[config.mk]
export PLATFORM = sky130hd
export DESIGN_NAME = bresenham_line_rasterizer_top
export DESIGN_NICKNAME = d
export VERILOG_FILES = /design/src/sv/brl_pkg.sv /design/src/sv/bresenham_line_rasterizer_top.sv /design/src/sv/brl_fifo.sv /design/src/sv/brl_front.sv /design/src/sv/brl_back.sv
export SDC_FILE = /design/constraint.sdc
export NUM_CORES = 2
export LEC_CHECK = 0
export BUFFER_PORTS_ARGS = -buffer_cell sky130_fd_sc_hd__buf_4
export CELL_PAD_IN_SITES_DETAIL_PLACEMENT = 1
export CELL_PAD_IN_SITES_GLOBAL_PLACEMENT = 1
export CORE_MARGIN = 2
export CORE_UTILIZATION = 44
export CTS_BUF_LIST = sky130_fd_sc_hd__clkbuf_8 sky130_fd_sc_hd__clkbuf_16
export DETAILED_ROUTE_END_ITERATION = 10
export PLACE_DENSITY = 0.75
export SLEW_MARGIN = 25
export SYNTH_ARGS = -nofsm -noshare
export SYNTH_HDL_FRONTEND = slang
export SYNTH_SLANG_ARGS = --single-unit
[constraint.sdc]
create_clock -name clock -period 10.02 [get_ports clock]
set_clock_uncertainty 0.15 [all_clocks]
set_input_delay 2.505 -clock clock [delete_from_list [all_inputs] [get_ports clock]]
set_output_delay 2.505 -clock clock [all_outputs]
set_load 0.05 [all_outputs]
[src/sv/brl_pkg.sv]
// ----------------------------------------------------------------------------
// Bresenham line rasterizer - shared package
// Widths, reset values, register indexes and shared types.
// ----------------------------------------------------------------------------
package brl_pkg;

   localparam int CFG_W               = 13;
   localparam int IDX_W               = 25;
   localparam int COLOR_W             = 32;
   localparam int RES_W               = 1 + IDX_W + COLOR_W + 1;
   localparam int COORD_BITS_DEFAULT  = 14;
   localparam int CMD_DEPTH_DEFAULT   = 4;
   localparam int RSP_DEPTH_DEFAULT   = 4;

   localparam logic [CFG_W-1:0] VIEW_WIDTH_RESET  = 13'd1024;
   localparam logic [CFG_W-1:0] VIEW_HEIGHT_RESET = 13'd768;
   localparam logic [CFG_W-1:0] ROW_PITCH_RESET   = 13'd1024;

   typedef enum logic [1:0] {
      CSR_VIEW_WIDTH  = 2'd0,
      CSR_VIEW_HEIGHT = 2'd1,
      CSR_ROW_PITCH   = 2'd2
   } brl_csr_type;

   typedef enum logic {
      KIND_LOAD = 1'b0,
      KIND_STEP = 1'b1
   } brl_kind_type;

   typedef struct packed {
      logic [CFG_W-1:0] view_width;
      logic [CFG_W-1:0] view_height;
      logic [CFG_W-1:0] row_pitch_words;
   } brl_cfg_type;

   typedef struct packed {
      logic full;
      logic empty;
   } brl_fifo_status_type;

endpackage

[src/sv/bresenham_line_rasterizer_top.sv]
// ----------------------------------------------------------------------------
// Bresenham line rasterizer - top level
// Line stepping with screen clipping and framebuffer word address output.
// ----------------------------------------------------------------------------
// Channel   Direction  Handshake            Payload
// req_      in         push / full          kind, start/end point, line colour
// rsp_      out        empty / pop          write enable, pixel index, colour, done
// csr_      in         valid / ready        register index, write data
//
// One request per cycle sustained; requests stall only on a full command queue.
// A step reaches the result ports by way of the command
// queue, the stepper, then the pitch multiply with the address add into the result queue.
// Reset is synchronous; no clearing pass. The stepper holds steps
// while the result queue lacks room; loads still drain and give no result.
// ----------------------------------------------------------------------------
module bresenham_line_rasterizer_top #(
   parameter int COORD_BITS = brl_pkg::COORD_BITS_DEFAULT,
   parameter int CMD_DEPTH  = brl_pkg::CMD_DEPTH_DEFAULT,
   parameter int RSP_DEPTH  = brl_pkg::RSP_DEPTH_DEFAULT
) (
   input  logic                               clock,
   input  logic                               reset,
   input  logic                               req_push,
   output logic                               req_full,
   input  logic                               req_kind,
   input  logic signed [COORD_BITS-1:0]       req_start_x,
   input  logic signed [COORD_BITS-1:0]       req_start_y,
   input  logic signed [COORD_BITS-1:0]       req_end_x,
   input  logic signed [COORD_BITS-1:0]       req_end_y,
   input  logic        [brl_pkg::COLOR_W-1:0] req_line_color,
   output logic                               rsp_empty,
   input  logic                               rsp_pop,
   output logic                               rsp_write_enable,
   output logic        [brl_pkg::IDX_W-1:0]   rsp_pixel_index,
   output logic        [brl_pkg::COLOR_W-1:0] rsp_pixel_color,
   output logic                               rsp_line_done,
   input  logic                               csr_valid,
   output logic                               csr_ready,
   input  logic        [1:0]                  csr_index,
   input  logic        [brl_pkg::CFG_W-1:0]   csr_data
);

   // kind, four points, |dx|, -|dy|, two step signs, error term, colour
   localparam int CMD_W = 1 + 4 * COORD_BITS + COORD_BITS + (COORD_BITS + 1) + 2
                        + (COORD_BITS + 3) + brl_pkg::COLOR_W;

   brl_pkg::brl_cfg_type         cfg_ff, cfg_in;
   brl_pkg::brl_fifo_status_type cmd_status, rsp_status;
   logic                         cmd_push, cmd_pop, res_push, rsp_take;
   logic [CMD_W-1:0]             cmd_wdata, cmd_rdata;
   logic [brl_pkg::RES_W-1:0]    res_data, rsp_data;

   assign csr_ready = 1'b1;

   always_comb begin
      cfg_in = cfg_ff;
      if (csr_valid) begin
         case (brl_pkg::brl_csr_type'(csr_index))
            brl_pkg::CSR_VIEW_WIDTH:  cfg_in.view_width      = csr_data;
            brl_pkg::CSR_VIEW_HEIGHT: cfg_in.view_height     = csr_data;
            brl_pkg::CSR_ROW_PITCH:   cfg_in.row_pitch_words = csr_data;
            default:                  cfg_in = cfg_ff;
         endcase
      end
   end

   always_ff @(posedge clock) begin
      if (reset) begin
         cfg_ff.view_width      <= brl_pkg::VIEW_WIDTH_RESET;
         cfg_ff.view_height     <= brl_pkg::VIEW_HEIGHT_RESET;
         cfg_ff.row_pitch_words <= brl_pkg::ROW_PITCH_RESET;
      end else begin
         cfg_ff <= cfg_in;
      end
   end

   brl_front #(
      .COORD_BITS (COORD_BITS),
      .CMD_W      (CMD_W)
   ) u_front (
      .req_push       (req_push),
      .full           (req_full),
      .req_kind       (req_kind),
      .req_start_x    (req_start_x),
      .req_start_y    (req_start_y),
      .req_end_x      (req_end_x),
      .req_end_y      (req_end_y),
      .req_line_color (req_line_color),
      .cmd_status     (cmd_status),
      .cmd_push       (cmd_push),
      .cmd_data       (cmd_wdata)
   );

   brl_fifo #(
      .WIDTH (CMD_W),
      .DEPTH (CMD_DEPTH)
   ) u_cmd_fifo (
      .clock     (clock),
      .reset     (reset),
      .push      (cmd_push),
      .push_data (cmd_wdata),
      .pop       (cmd_pop),
      .pop_data  (cmd_rdata),
      .status    (cmd_status)
   );

   brl_back #(
      .COORD_BITS (COORD_BITS),
      .CMD_W      (CMD_W),
      .RSP_DEPTH  (RSP_DEPTH)
   ) u_back (
      .clock      (clock),
      .reset      (reset),
      .cfg        (cfg_ff),
      .cmd_status (cmd_status),
      .cmd_data   (cmd_rdata),
      .cmd_pop    (cmd_pop),
      .rsp_take   (rsp_take),
      .res_push   (res_push),
      .res_data   (res_data)
   );

   assign rsp_take = rsp_pop & ~rsp_status.empty;

   brl_fifo #(
      .WIDTH (brl_pkg::RES_W),
      .DEPTH (RSP_DEPTH)
   ) u_rsp_fifo (
      .clock     (clock),
      .reset     (reset),
      .push      (res_push),
      .push_data (res_data),
      .pop       (rsp_pop),
      .pop_data  (rsp_data),
      .status    (rsp_status)
   );

   assign rsp_empty = rsp_status.empty;
   assign {rsp_write_enable, rsp_pixel_index, rsp_pixel_color, rsp_line_done} = rsp_data;

endmodule

[src/sv/brl_fifo.sv]
// ----------------------------------------------------------------------------
// Bresenham line rasterizer - small synchronous queue
// Register-array queue with wrapping pointers and an occupancy count.
// ----------------------------------------------------------------------------
module brl_fifo #(
   parameter int WIDTH = 8,
   parameter int DEPTH = 4
) (
   input  logic                         clock,
   input  logic                         reset,
   input  logic                         push,
   input  logic [WIDTH-1:0]             push_data,
   input  logic                         pop,
   output logic [WIDTH-1:0]             pop_data,
   output brl_pkg::brl_fifo_status_type status
);

   localparam int PW = (DEPTH > 1) ? $clog2(DEPTH) : 1;
   localparam int CW = $clog2(DEPTH + 1);

   logic [WIDTH-1:0] store_ff [DEPTH];
   logic [PW-1:0]    wr_ptr_ff, wr_ptr_in;
   logic [PW-1:0]    rd_ptr_ff, rd_ptr_in;
   logic [CW-1:0]    count_ff, count_in;
   logic             do_push, do_pop;

   assign status.full  = (count_ff == CW'(DEPTH));
   assign status.empty = (count_ff == '0);
   assign do_push      = push & ~status.full;
   assign do_pop       = pop & ~status.empty;
   assign pop_data     = store_ff[rd_ptr_ff];

   always_comb begin
      wr_ptr_in = wr_ptr_ff;
      rd_ptr_in = rd_ptr_ff;
      count_in  = count_ff;
      if (do_push) begin
         wr_ptr_in = (wr_ptr_ff == PW'(DEPTH - 1)) ? '0 : wr_ptr_ff + PW'(1);
      end
      if (do_pop) begin
         rd_ptr_in = (rd_ptr_ff == PW'(DEPTH - 1)) ? '0 : rd_ptr_ff + PW'(1);
      end
      if (do_push && !do_pop) begin
         count_in = count_ff + CW'(1);
      end else if (!do_push && do_pop) begin
         count_in = count_ff - CW'(1);
      end
   end

   always_ff @(posedge clock) begin
      if (reset) begin
         wr_ptr_ff <= '0;
         rd_ptr_ff <= '0;
         count_ff  <= '0;
      end else begin
         wr_ptr_ff <= wr_ptr_in;
         rd_ptr_ff <= rd_ptr_in;
         count_ff  <= count_in;
      end
   end

   always_ff @(posedge clock) begin
      if (do_push) begin
         store_ff[wr_ptr_ff] <= push_data;
      end
   end

endmodule

[src/sv/brl_front.sv]
// ----------------------------------------------------------------------------
// Bresenham line rasterizer - front end
// Accepts requests, works out deltas, step signs and the initial error term
// for loads, and queues the classified command for the stepper.
// ----------------------------------------------------------------------------
module brl_front #(
   parameter int COORD_BITS = brl_pkg::COORD_BITS_DEFAULT,
   parameter int CMD_W      = 1
) (
   input  logic                                 req_push,
   output logic                                 full,
   input  logic                                 req_kind,
   input  logic signed [COORD_BITS-1:0]         req_start_x,
   input  logic signed [COORD_BITS-1:0]         req_start_y,
   input  logic signed [COORD_BITS-1:0]         req_end_x,
   input  logic signed [COORD_BITS-1:0]         req_end_y,
   input  logic        [brl_pkg::COLOR_W-1:0]   req_line_color,
   input  brl_pkg::brl_fifo_status_type         cmd_status,
   output logic                                 cmd_push,
   output logic        [CMD_W-1:0]              cmd_data
);

   localparam int C = COORD_BITS;

   logic signed [C:0]   dx, dy;
   logic        [C:0]   abs_dx_full, abs_dy_full;
   logic        [C-1:0] abs_dx;
   logic signed [C:0]   neg_abs_dy;
   logic signed [C+2:0] error_init;
   logic                step_x_neg, step_y_neg;

   always_comb begin
      dx          = $signed({req_end_x[C-1], req_end_x})
                  - $signed({req_start_x[C-1], req_start_x});
      dy          = $signed({req_end_y[C-1], req_end_y})
                  - $signed({req_start_y[C-1], req_start_y});
      abs_dx_full = dx[C] ? -dx : dx;
      abs_dy_full = dy[C] ? -dy : dy;
      abs_dx      = abs_dx_full[C-1:0];
      neg_abs_dy  = -$signed({1'b0, abs_dy_full[C-1:0]});
      error_init  = $signed({3'b000, abs_dx}) + $signed({{2{neg_abs_dy[C]}}, neg_abs_dy});
      step_x_neg  = !(req_start_x < req_end_x);
      step_y_neg  = !(req_start_y < req_end_y);
   end

   assign full     = cmd_status.full;
   assign cmd_push = req_push & ~cmd_status.full;
   assign cmd_data = {req_kind, req_start_x, req_start_y, req_end_x, req_end_y,
                      abs_dx, neg_abs_dy, step_x_neg, step_y_neg, error_init,
                      req_line_color};

endmodule

[src/sv/brl_back.sv]
// ----------------------------------------------------------------------------
// Bresenham line rasterizer - stepper and address pipeline
// Holds the line state, emits one point per step command, advances the error
// term, then forms y * pitch + x with a registered pitch multiply and the address add.
// ----------------------------------------------------------------------------
module brl_back #(
   parameter int COORD_BITS = brl_pkg::COORD_BITS_DEFAULT,
   parameter int CMD_W      = 1,
   parameter int RSP_DEPTH  = brl_pkg::RSP_DEPTH_DEFAULT
) (
   input  logic                           clock,
   input  logic                           reset,
   input  brl_pkg::brl_cfg_type           cfg,
   input  brl_pkg::brl_fifo_status_type   cmd_status,
   input  logic [CMD_W-1:0]               cmd_data,
   output logic                           cmd_pop,
   input  logic                           rsp_take,
   output logic                           res_push,
   output logic [brl_pkg::RES_W-1:0]      res_data
);

   localparam int C      = COORD_BITS;
   localparam int CFG_W  = brl_pkg::CFG_W;
   localparam int IDX_W  = brl_pkg::IDX_W;
   localparam int COL_W  = brl_pkg::COLOR_W;
   localparam int CMP_W  = (C > CFG_W) ? C : CFG_W;
   localparam int PROD_W = C + CFG_W;
   localparam int SUM_W  = (PROD_W + 1 > IDX_W) ? PROD_W + 1 : IDX_W;
   localparam int RW     = $clog2(RSP_DEPTH + 1);

   // command fields
   logic                c_kind;
   logic signed [C-1:0] c_x0, c_y0, c_x1, c_y1;
   logic        [C-1:0] c_abs_dx;
   logic signed [C:0]   c_neg_abs_dy;
   logic                c_sxn, c_syn;
   logic signed [C+2:0] c_err;
   logic [COL_W-1:0]    c_color;

   assign {c_kind, c_x0, c_y0, c_x1, c_y1, c_abs_dx, c_neg_abs_dy, c_sxn, c_syn,
           c_err, c_color} = cmd_data;

   // line state
   logic signed [C-1:0] cur_x_ff, cur_x_in, cur_y_ff, cur_y_in;
   logic signed [C-1:0] target_x_ff, target_x_in, target_y_ff, target_y_in;
   logic        [C-1:0] abs_dx_ff, abs_dx_in;
   logic signed [C:0]   neg_abs_dy_ff, neg_abs_dy_in;
   logic                step_x_neg_ff, step_x_neg_in, step_y_neg_ff, step_y_neg_in;
   logic signed [C+2:0] error_term_ff, error_term_in;
   logic [COL_W-1:0]    held_color_ff, held_color_in;
   logic                active_ff, active_in;

   // pipeline
   logic                s1_valid_ff, s1_valid_in, s1_we_ff, s1_we_in;
   logic                s1_done_ff, s1_done_in;
   logic [COL_W-1:0]    s1_color_ff, s1_color_in;
   logic [C-1:0]        s1_x_ff, s1_x_in, s1_y_ff, s1_y_in;
   logic                s2_valid_ff, s2_we_ff, s2_done_ff;
   logic [COL_W-1:0]    s2_color_ff;
   logic [C-1:0]        s2_x_ff;
   logic [PROD_W-1:0]   s2_prod_ff;
   logic [RW-1:0]       reserved_ff, reserved_in;

   logic                has_room, step_go, on_screen, done_pt, adv_x, adv_y;
   logic signed [C+3:0] e2;
   logic [C-1:0]        x_inc, y_inc;
   logic [SUM_W-1:0]    addr_sum;

   assign has_room = (reserved_ff < RW'(RSP_DEPTH));
   assign cmd_pop  = ~cmd_status.empty
                   & ((c_kind == brl_pkg::KIND_LOAD) | has_room);
   assign step_go  = cmd_pop & (c_kind == brl_pkg::KIND_STEP);

   always_comb begin
      on_screen = !cur_x_ff[C-1] && !cur_y_ff[C-1]
                && (CMP_W'($unsigned(cur_x_ff)) < CMP_W'(cfg.view_width))
                && (CMP_W'($unsigned(cur_y_ff)) < CMP_W'(cfg.view_height));
      done_pt   = (cur_x_ff == target_x_ff) && (cur_y_ff == target_y_ff);
      e2        = $signed({error_term_ff, 1'b0});
      adv_x     = e2 >= $signed({{3{neg_abs_dy_ff[C]}}, neg_abs_dy_ff});
      adv_y     = e2 <= $signed({4'b0000, abs_dx_ff});
      x_inc     = step_x_neg_ff ? {C{1'b1}} : C'(1);
      y_inc     = step_y_neg_ff ? {C{1'b1}} : C'(1);

      cur_x_in      = cur_x_ff;
      cur_y_in      = cur_y_ff;
      target_x_in   = target_x_ff;
      target_y_in   = target_y_ff;
      abs_dx_in     = abs_dx_ff;
      neg_abs_dy_in = neg_abs_dy_ff;
      step_x_neg_in = step_x_neg_ff;
      step_y_neg_in = step_y_neg_ff;
      error_term_in = error_term_ff;
      held_color_in = held_color_ff;
      active_in     = active_ff;
      s1_valid_in   = step_go;
      s1_we_in      = 1'b0;
      s1_done_in    = 1'b0;
      s1_color_in   = '0;
      s1_x_in       = cur_x_ff;
      s1_y_in       = cur_y_ff;

      if (cmd_pop) begin
         case (brl_pkg::brl_kind_type'(c_kind))
            brl_pkg::KIND_LOAD: begin
               cur_x_in      = c_x0;
               cur_y_in      = c_y0;
               target_x_in   = c_x1;
               target_y_in   = c_y1;
               abs_dx_in     = c_abs_dx;
               neg_abs_dy_in = c_neg_abs_dy;
               step_x_neg_in = c_sxn;
               step_y_neg_in = c_syn;
               error_term_in = c_err;
               held_color_in = c_color;
               active_in     = 1'b1;
            end
            brl_pkg::KIND_STEP: begin
               if (active_ff) begin
                  s1_we_in    = on_screen;
                  s1_done_in  = done_pt;
                  s1_color_in = held_color_ff;
                  if (done_pt) begin
                     active_in = 1'b0;
                  end else begin
                     error_term_in = error_term_ff
                        + (adv_x ? {{2{neg_abs_dy_ff[C]}}, neg_abs_dy_ff} : '0)
                        + (adv_y ? {3'b000, abs_dx_ff} : '0);
                     if (adv_x) begin
                        cur_x_in = cur_x_ff + x_inc;
                     end
                     if (adv_y) begin
                        cur_y_in = cur_y_ff + y_inc;
                     end
                  end
               end
            end
            default: begin
               active_in = active_ff;
            end
         endcase
      end

      reserved_in = reserved_ff;
      if (step_go && !rsp_take) begin
         reserved_in = reserved_ff + RW'(1);
      end else if (!step_go && rsp_take) begin
         reserved_in = reserved_ff - RW'(1);
      end
   end

   always_ff @(posedge clock) begin
      if (reset) begin
         active_ff   <= 1'b0;
         s1_valid_ff <= 1'b0;
         s2_valid_ff <= 1'b0;
         reserved_ff <= '0;
      end else begin
         active_ff   <= active_in;
         s1_valid_ff <= s1_valid_in;
         s2_valid_ff <= s1_valid_ff;
         reserved_ff <= reserved_in;
      end
   end

   always_ff @(posedge clock) begin
      cur_x_ff      <= cur_x_in;
      cur_y_ff      <= cur_y_in;
      target_x_ff   <= target_x_in;
      target_y_ff   <= target_y_in;
      abs_dx_ff     <= abs_dx_in;
      neg_abs_dy_ff <= neg_abs_dy_in;
      step_x_neg_ff <= step_x_neg_in;
      step_y_neg_ff <= step_y_neg_in;
      error_term_ff <= error_term_in;
      held_color_ff <= held_color_in;
      s1_we_ff      <= s1_we_in;
      s1_done_ff    <= s1_done_in;
      s1_color_ff   <= s1_color_in;
      s1_x_ff       <= s1_x_in;
      s1_y_ff       <= s1_y_in;
      s2_we_ff      <= s1_we_ff;
      s2_done_ff    <= s1_done_ff;
      s2_color_ff   <= s1_color_ff;
      s2_x_ff       <= s1_x_ff;
      s2_prod_ff    <= PROD_W'(s1_y_ff) * PROD_W'(cfg.row_pitch_words);
   end

   assign addr_sum = SUM_W'(s2_prod_ff) + SUM_W'(s2_x_ff);
   assign res_push = s2_valid_ff;
   assign res_data = {s2_we_ff, s2_we_ff ? addr_sum[IDX_W-1:0] : {IDX_W{1'b0}},
                      s2_color_ff, s2_done_ff};

endmodule

==> run metrics <==
status finished, final reports clean; Clk pin slew, worst setup/hold paths 0.06 ns; CTS H-Tree Depth 3; nets@finish 4182; CTS Buf Count 111; setup tns final 0 ns; Yosys cell types 84; Max VDD drop 0.1816 mV; mapped cell area 0.05157 mm2; Finished Core Util 0.5018; # Max-Cap Violations 0; crit path kind in -> reg; Crit path buffers/inverters 3; number of global-route vias before repair 31200; Layout area overhead 13.07%; CTS tree built; grt ovf 0; 1st-iter DRT viols 1826; WL/cell 22.73 um; Post-Syn Instances 3496; Die Area 0.1200 mm2; hold bufs inserted after CTS 0; RSZ-0062 raised after global routing no; Port Buffer Count 169; Worst Setup Start Kind primary input; # IOs 171; buffer depth of the longest clock path 3; crit path cell chain buf_4, inv_1, ha_1, inv_1, fa_1, a21o_1, a21boi_1, o21ai_1, a21o_1, mux2i_1, o211ai_1, xor2_1, ha_1, a21oi_1, o21bai_1, a21oi_1, o21bai_1, a21oi_1, o21bai_1, a2111oi_0, nor3_1, a41o_1, a21oi_2, xnor2_1; final hold viol count 0; overall routed net length 120.7 mm; average size of a mapped cell 14.75 um2; Slowest-stage cell, CP o211ai_1; die height 346.4 um; Pwr Density 305.3 mW/mm2; Clock Sinks 1114; layout cells sized above 1 0.1587; Critical Path AT 8.16 ns; DR vias/cell 5.396; global-route wire length before repair 187.9 mm; fmax 0.1279 GHz; drt first pass iters 5; final hold slack 0.1744 ns; Largest delay share family, worst path compound AO/OA/AOI/OAI gates; slew of the pin with the lowest slew margin 1.062 ns; Post-CTS Setup Repair Bufs 0; synthesis warning total 0; initial core utilization 0.4438; Setup-failing EPs final 0; Final Critical Period 7.816 ns; hpwl dp 85.35 mm; syn_nets 3991; via count 28640; total track usage 0.2037; Leak 0.02158 uW; Worst Hold Class reg -> reg; prevailing post-synth register cell edfxtp_1; sequential area share after synthesis 0.6102; Root Driver clkbuf_16; Routed Antenna Nets 0; DIE WIDTH 346.4 um; Post-synth EDFFs 916; relative slew slack 0.2893; fill cell count 11300; asr flop ratio synth 0; Crit. End Element flop; Critical Path RT 10.36 ns; Worst-Skew Late Latency 0.72 ns; Slew Limit Fails 0; worst stage delay on the critical path 0.62 ns; final period utilization 0.7800; Core ar. 0.1162 mm2; DRC Markers 0; # rows 125; initial antenna violation count 10; crit-path max FO 6; #FFs+latches synth 1114; Routability Congestion 0.8804; post-CTS resize count 0; largest net degree at the start of global routing 73
[through the flow]
step           power (uW)  setup slack [ns]  instance area, um2  std cells
2_1_floorplan       11610             2.460               51570       3496
3_3_place_gp        13490             1.722               54550       5096
3_5_place_dp        13760             1.484               54580       5097
4_1_cts             17990             2.223               58280       5304
5_1_grt             18940             1.646               58310       5307
6_report            17800             2.204               58320       5308
[state kept, by name, indices dropped and copies added (netlist names), 3 cells and up, named ones only]
signal and flops:
u_back.s1_y_ff 14, u_back.reserved_ff 3, u_back.s2_color_ff 32, u_back.cur_x_ff 14, u_back.s1_x_ff 14, u_cmd_fifo.store_ff 544, cfg_ff 39, u_back.abs_dx_ff 14
u_back.neg_abs_dy_ff 15, u_back.s1_color_ff 32, u_back.target_y_ff 14, u_rsp_fifo.count_ff 3, u_back.held_color_ff 32, u_back.error_term_ff 17, u_back.s2_prod_ff 25, u_cmd_fifo.count_ff 3
u_back.target_x_ff 14, u_back.cur_y_ff 14, u_rsp_fifo.store_ff 236, u_back.s2_x_ff 14
[cell usage in the layout (no fill, tap or decap), types with 31 or more instances in the layout]
cell         n
edfxtp_1   916
and3_1      43
nand3_1     31
inv_1      365
dfxtp_1    193
a21o_1      41
o21ai_0     94
mux4_2     194
xor2_1      61
xnor2_1    104
and2_1     103
nand2_1    305
clkbuf_16  113
nor2_1      94
a21oi_1    131
ha_1       231
buf_4      192
fa_1       155
nor3_1      35
[report_power, final]
group	total (uW)	internal [uW]	leakage, uW	switching (uW)
Combinational	6660	2760	0.00980	3900
Clock	4150	2360	0.00190	1790
Sequential	7000	6230	0.00988	766
[metal layers]
| metal | part of all wire | vias up | track usage | wire length [um] |
|---|---|---|---|---|
| li1 | - | 13090 | - | - |
| met1 | 0.42 | 14740 | 0.2640 | 50760 |
| met2 | 0.50 | 606 | 0.3488 | 59980 |
| met3 | 0.053 | 201 | 0.03814 | 6352 |
| met4 | 0.029 | 10 | 0.05953 | 3526 |
| met5 | 0.00040 | - | 0 | 48 |
[cell families (layout without fill, tap and decap cells)]
family                     Yosys count  after routing  synth area share
AOI/OAI and AO/OA                  426            426           0.05296
xor gates and xnor gates           172            172           0.03020
adders and majority gates          386            386            0.1162
buffers and inverters              461            746           0.03382
DFF                               1114           1114            0.6102
muxes                              210            210           0.08787
other                                1              4        0.00007271
and+or+nand+nor                    726            726           0.06866
[final timing paths]
check / from / to / slack [ns] / cells after the start
worst min register to register: u_back.s1_color_ff[9]$_SDFF_PN0_ / u_back.s2_color_ff[9]$_DFF_P_ / 0.17 / 0
worst min-delay path: u_back.s1_color_ff[9]$_SDFF_PN0_ / u_back.s2_color_ff[9]$_DFF_P_ / 0.17 / 0
worst max register to register: u_back.error_term_ff[0]$_DFFE_PP_ / u_back.error_term_ff[15]$_DFFE_PP_ / 2.44 / 30
worst max-delay path: req_end_y[0] / u_cmd_fifo.store_ff[3][46]$_DFFE_PP_ / 2.20 / 24
[cell usage after synthesis (61+ instances only)]
master | number | area (um2)
a21oi_1 | 131 | 655.6
and2_1 | 111 | 694.4
clkbuf_1 | 95 | 356.6
dfxtp_1 | 198 | 3964
edfxtp_1 | 916 | 27510
fa_1 | 155 | 3103
ha_1 | 231 | 2890
inv_1 | 343 | 1287
mux4_2 | 194 | 4369
nand2_1 | 305 | 1145
nor2_1 | 96 | 360.4
o21ai_0 | 95 | 475.5
xnor2_1 | 105 | 919.6
xor2_1 | 61 | 534.3
[area by class of cell]
cell class	instances	area, um2	share of cell area
antenna	3	7.507	0.0001287
inverter	343	1287	0.02208
sequential	1114	31480	0.5399
multi-input combinational	1921	18410	0.3157
clock inverter	88	790.8	0.01356
tap	1524	1907	0.03270
clock buffer	119	2910	0.04991
timing repair buffer	196	1520	0.02607
Note: power is estimated with default switching activity, not from simulation.
